===== config.mk =====
export PLATFORM = sky130hd
export DESIGN_NAME = rab_row_store
export DESIGN_NICKNAME = d
export VERILOG_FILES = /design/src/rtl/rab_row_store.sv
export SDC_FILE = /design/constraint.sdc
export NUM_CORES = 2
export LEC_CHECK = 0
export BUFFER_PORTS_ARGS = -buffer_cell sky130_fd_sc_hd__buf_2
export CAP_MARGIN = 30
export CORE_ASPECT_RATIO = 1.4
export CORE_MARGIN = 2
export CORE_UTILIZATION = 40
export CTS_CLUSTER_SIZE = 24
export DETAILED_ROUTE_END_ITERATION = 7
export PLACE_DENSITY = 0.53
export SLEW_MARGIN = 20
export SYNTH_ARGS = -nofsm -noshare
export SYNTH_HDL_FRONTEND = slang
export SYNTH_SLANG_ARGS = --single-unit

===== constraint.sdc =====
create_clock -name clock -period 10.42 [get_ports clock]
set_clock_uncertainty 0.05 [all_clocks]
set_input_delay 1.042 -clock clock [delete_from_list [all_inputs] [get_ports clock]]
set_output_delay 1.042 -clock clock [all_outputs]
set_load 0.02 [all_outputs]

===== src/rtl/rab_row_store.sv =====
// ----------------------------------------------------------------------------
// rab_row_store
// Occupancy row memory: one word per atlas row, registered read.
// ----------------------------------------------------------------------------
`default_nettype none
module rab_row_store #(
   parameter int unsigned SIDE = 64,
   parameter int unsigned AW   = 6
) (
   input  wire logic            clock,
   input  wire logic [AW-1:0]   rd_addr,
   output logic      [SIDE-1:0] rd_data,
   input  wire logic            wr_en,
   input  wire logic [AW-1:0]   wr_addr,
   input  wire logic [SIDE-1:0] wr_data
);
   logic [SIDE-1:0] mem [SIDE];
   // write and registered read
   always_ff @(posedge clock) begin
      if (wr_en) begin
         mem[wr_addr] <= wr_data;
      end
      rd_data <= mem[rd_addr];
   end
endmodule
`default_nettype wire


Yosys cells after proc, flatten, opt, wreduce, memory -nomap -nowiden
Memories as Yosys holds them, arrays and structs flattened. A register that Yosys moved wholly into a read port is not among the register bits. Cells that the tools add are included. W data, S select, Z words.

Register bits after elaboration: 0. Word-level logic and storage cells: 3. Memories kept: 1. Input port bits: 78. Output and inout bits: 64. Memory bits (writable): 4096.

Memories: mem (depth 64, width 64, rd ports 1, clocked after Yosys merged registers in 1, wr ports 1, RTL line 17) `logic [SIDE-1:0] mem [SIDE];`.

Multiplexer cells: 2.

Operators with widths (count): $mux W1 (2).

Depth between registers and ports, before layout
Word-level depth: 2. Mapped depth: 9. Mapped depth without buffers: 5.

Least setup slack after synthesis
OpenSTA, ideal clock, no wires.

Kind: input port to flip-flop. Start point: input port wr_addr[3]. End point: memory mem[48][0], enable pin. Path buffers: 1. Required time: 9806 ps. Library setup time: 564 ps. Arrival time: 5914 ps. Cell stages on the path: 4. Setup slack: 3892 ps. Cells stage by stage: clkbuf_1 -> nor2b_1 -> nand4b_1 -> nor3_1.

RTL lines: from (decl) (RTL line 14) `input wire logic [AW-1:0] wr_addr,`; to (decl) (RTL line 17).

Straight into the memory's write port.

Final worst setup path
Start point: input port wr_addr[1]. End point: memory mem[19][61], enable pin.

Straight into the memory's write port.

==> run_results.csv <==
group,metric,value,unit
status,status,"completed",
cells_and_area,drive_gt1_frac,0.2909,
setup_path,cp_max_fo,21,
grt,track_usage,0.2310,
cts,cts_made_buffers,395,
setup_path,worstPathRequired,10.93,ns
drt,viasPerCell,5.961,
die,die_area,396000,µm²
grt,grt_pass1_wl,635400,µm
flow_run,max-cap-violations,0,
grt,grt_max_degree,118,
sta,finalHoldViolCount,0,
setup_path,crit_type,"input port to flop",
die,start_util,0.4017,
sta,slew_viol_final,0,
cts,h-tree-depth,5,
logic_synthesis,ys_types,33,
die,fp-row-count,271,
drt,drt_iter0_drc,8586,
logic_synthesis,synth_flop_cell,"edfxtp_1",
drt,dr.pass1.iters,6,
sta,max_slew.worst_pin.slew,1.090,ns
hold_path,hp-class,"input port to flop",
drt,wire_per_inst,36.83,µm
die,io_pins,142,
cts,cts_tree,"yes",
setup_path,crit_path_end_kind,"flop",
sta,maxSlewHeadroom,0.2732,
logic_synthesis,ys_ff_latch,4160,
setup_path,arrival,4.53,ns
sta,setup_tns,0,ns
cells_and_area,area_growth,14.50,%
logic_synthesis,yosysWarningCount,0,
power,p_leak,55.50,nW
logic_synthesis,synth_enable_flop_cells,4096,
logic_synthesis,async_flop_share,0,
cts,cts_resized,0,
logic_synthesis,synth_fp_nets,6676,
sta,rsz0062_at_grt,"false",
grt,antenna_found_initial,37,
logic_synthesis,synth_top_cell_by_area,"edfxtp_1",
cts,holdBufCountCts,0,
sta,setup_viol,0,
logic_synthesis,synth_top_area_frac,0.7867,
drt,dr_total_vias,75040,
drt,detail-route-antenna-nets,0,
sta,fin_ws,6.402,ns
placement,dpl.hpwl,253000,µm
cts,numClockSinks,4160,
logic_synthesis,syn_avg_cell_area,23.70,µm²
placement,dpl_cell_area,165000,µm²
logic_synthesis,yosysSeqAreaShare,0.7949,
placement,place_ws,5.301,ns
cts,cts_buffer_depth,4,
power,p_per_area,195.1,nW/µm²
grt,grt_pass1_vias,77190,
placement,portBuffers,141,
cells_and_area,nNetsFinal,7137,
drt,drt-total-wl,463700,µm
grt,grt_overflow_total,0,
cts,worstSkewPairLatency,0.93,ns
die,die_x,532.4,µm
logic_synthesis,netlist_area,156300,µm²
power,ir_worst_vdd,0.1406,mV
logic_synthesis,syn_inst,6598,
die,core_area,389300,µm²
cts,post_cts_buffers,0,
placement,gp_congestion,0.7761,
die,chipHeight,743.7,µm
setup_path,start_kind,"input port",
sta,layout_min_cycle_time,4.018,ns
logic_synthesis,synth_area_leaders,"edfxtp_1 79%, mux4_2 15%, mux2i_1 0.86%, dfxtp_1 0.82%, a22oi_1 0.81%",
cells_and_area,fin_area,179000,µm²
sta,finalCritPeriodShare,0.3856,
cts,clk_pin_slew_worst_paths,0.07,ns
cts,cts-root-buf,"clkbuf_16",
drt,drc,0,
sta,fmax,248.9,MHz
cell usage after synthesis, types with 29 or more instances:
master / instances
mux4_2: 1024
mux2i_1: 135
nor2_1: 112
nand2_1: 58
a22oi_1: 168
o221ai_1: 38
edfxtp_1: 4096
buf_4: 34
and3_1: 64
nand3_1: 45
clkbuf_1: 140
a22o_1: 88
buf_2: 170
a211oi_1: 63
or3_1: 29
o22ai_1: 83
dfxtp_1: 64
cell type report:
type | count | area [µm²]
repair buffers | 434 | 4348
multi-input cells | 2049 | 30790
well taps | 5187 | 6490
clock buffers | 502 | 10610
flip-flops and latches | 4160 | 124300
fillers | 32280 | 210200
diodes | 10 | 25.02
inverters | 19 | 71.32
clock inverters | 227 | 2416
where the power goes:
| part | internal, mW | switching, mW |
|---|---|---|
| sequential | 18.5 | 0.0782 |
| combinational | 0.613 | 1.04 |
| clock | 8.38 | 6.31 |
worst max-delay path, cell delays in order:
cell     delay [ns]
buf_2          0.27
nor2b_1        0.22
nand3_1        0.69
nor2_4         0.97
buf_4          0.60
buf_4          0.53
cell usage in the layout (no fill, tap or decap), drive strengths merged:
cell	count
a211oi	63
a22o	88
a22oi	168
a2bb2oi	19
a31o	1
a31oi	18
a41oi	26
and2	3
and3	64
buf	434
bufinv	47
clkbuf	502
clkinv	149
clkinvlp	20
dfxtp	64
diode	10
edfxtp	4096
inv	30
mux2i	135
mux4	1024
nand2	58
nand2b	11
nand3	45
nand3b	2
nand4	2
nand4b	1
nor2	112
nor2b	28
nor3	2
o221ai	38
o22ai	83
or2	28
or3	29
or3b	1
logic make-up (layout without fill, tap and decap cells):
logic type | Yosys count | in the layout | share of synthesized area
muxes | 1159 | 1159 | 0.1561
other | 0 | 10 | 0
DFF | 4160 | 4160 | 0.7949
AOI/OAI and AO/OA | 504 | 504 | 0.02477
buffers and inverters | 389 | 1182 | 0.01180
and+or+nand+nor | 386 | 386 | 0.01240
registers in the layout (all words and copies together) (netlist names):
register	count
mem	4096
rd_data	64
routing by layer:
layer,track usage,share of wire
met1,0.3025,0.39
met2,0.4017,0.51
met3,0.03063,0.063
met4,0.07065,0.033
met5,0,0.000095
worst paths after layout:
check | from | endpoint | slack, ns | cells past startpoint
worst min-delay path | wr_data[5] | mem[26][5] | 0.39 | 1
worst min register to register | mem[54][28] | rd_data[28] | 0.78 | 4
worst max register to register | mem[38][36] | rd_data[36] | 8.26 | 4
worst max-delay path | wr_addr[1] | mem[19][61] | 6.40 | 6
stage by stage:
| step | cells | hold WS, ns | utilization | total power, mW |
|---|---|---|---|---|
| global placement | 11770 | 0.7682 | 0.4217 | 20.57 |
| detailed placement | 11800 | 0.7756 | 0.4239 | 20.61 |
| global route | 12580 | 0.3675 | 0.4599 | 35.86 |
| CTS | 12530 | 0.4486 | 0.4574 | 35.18 |
| floorplan | 6598 | 0.7378 | - | 19.82 |
| finish | 12590 | 0.3882 | 0.4599 | 34.94 |
(Power assumes the default switching activity.)
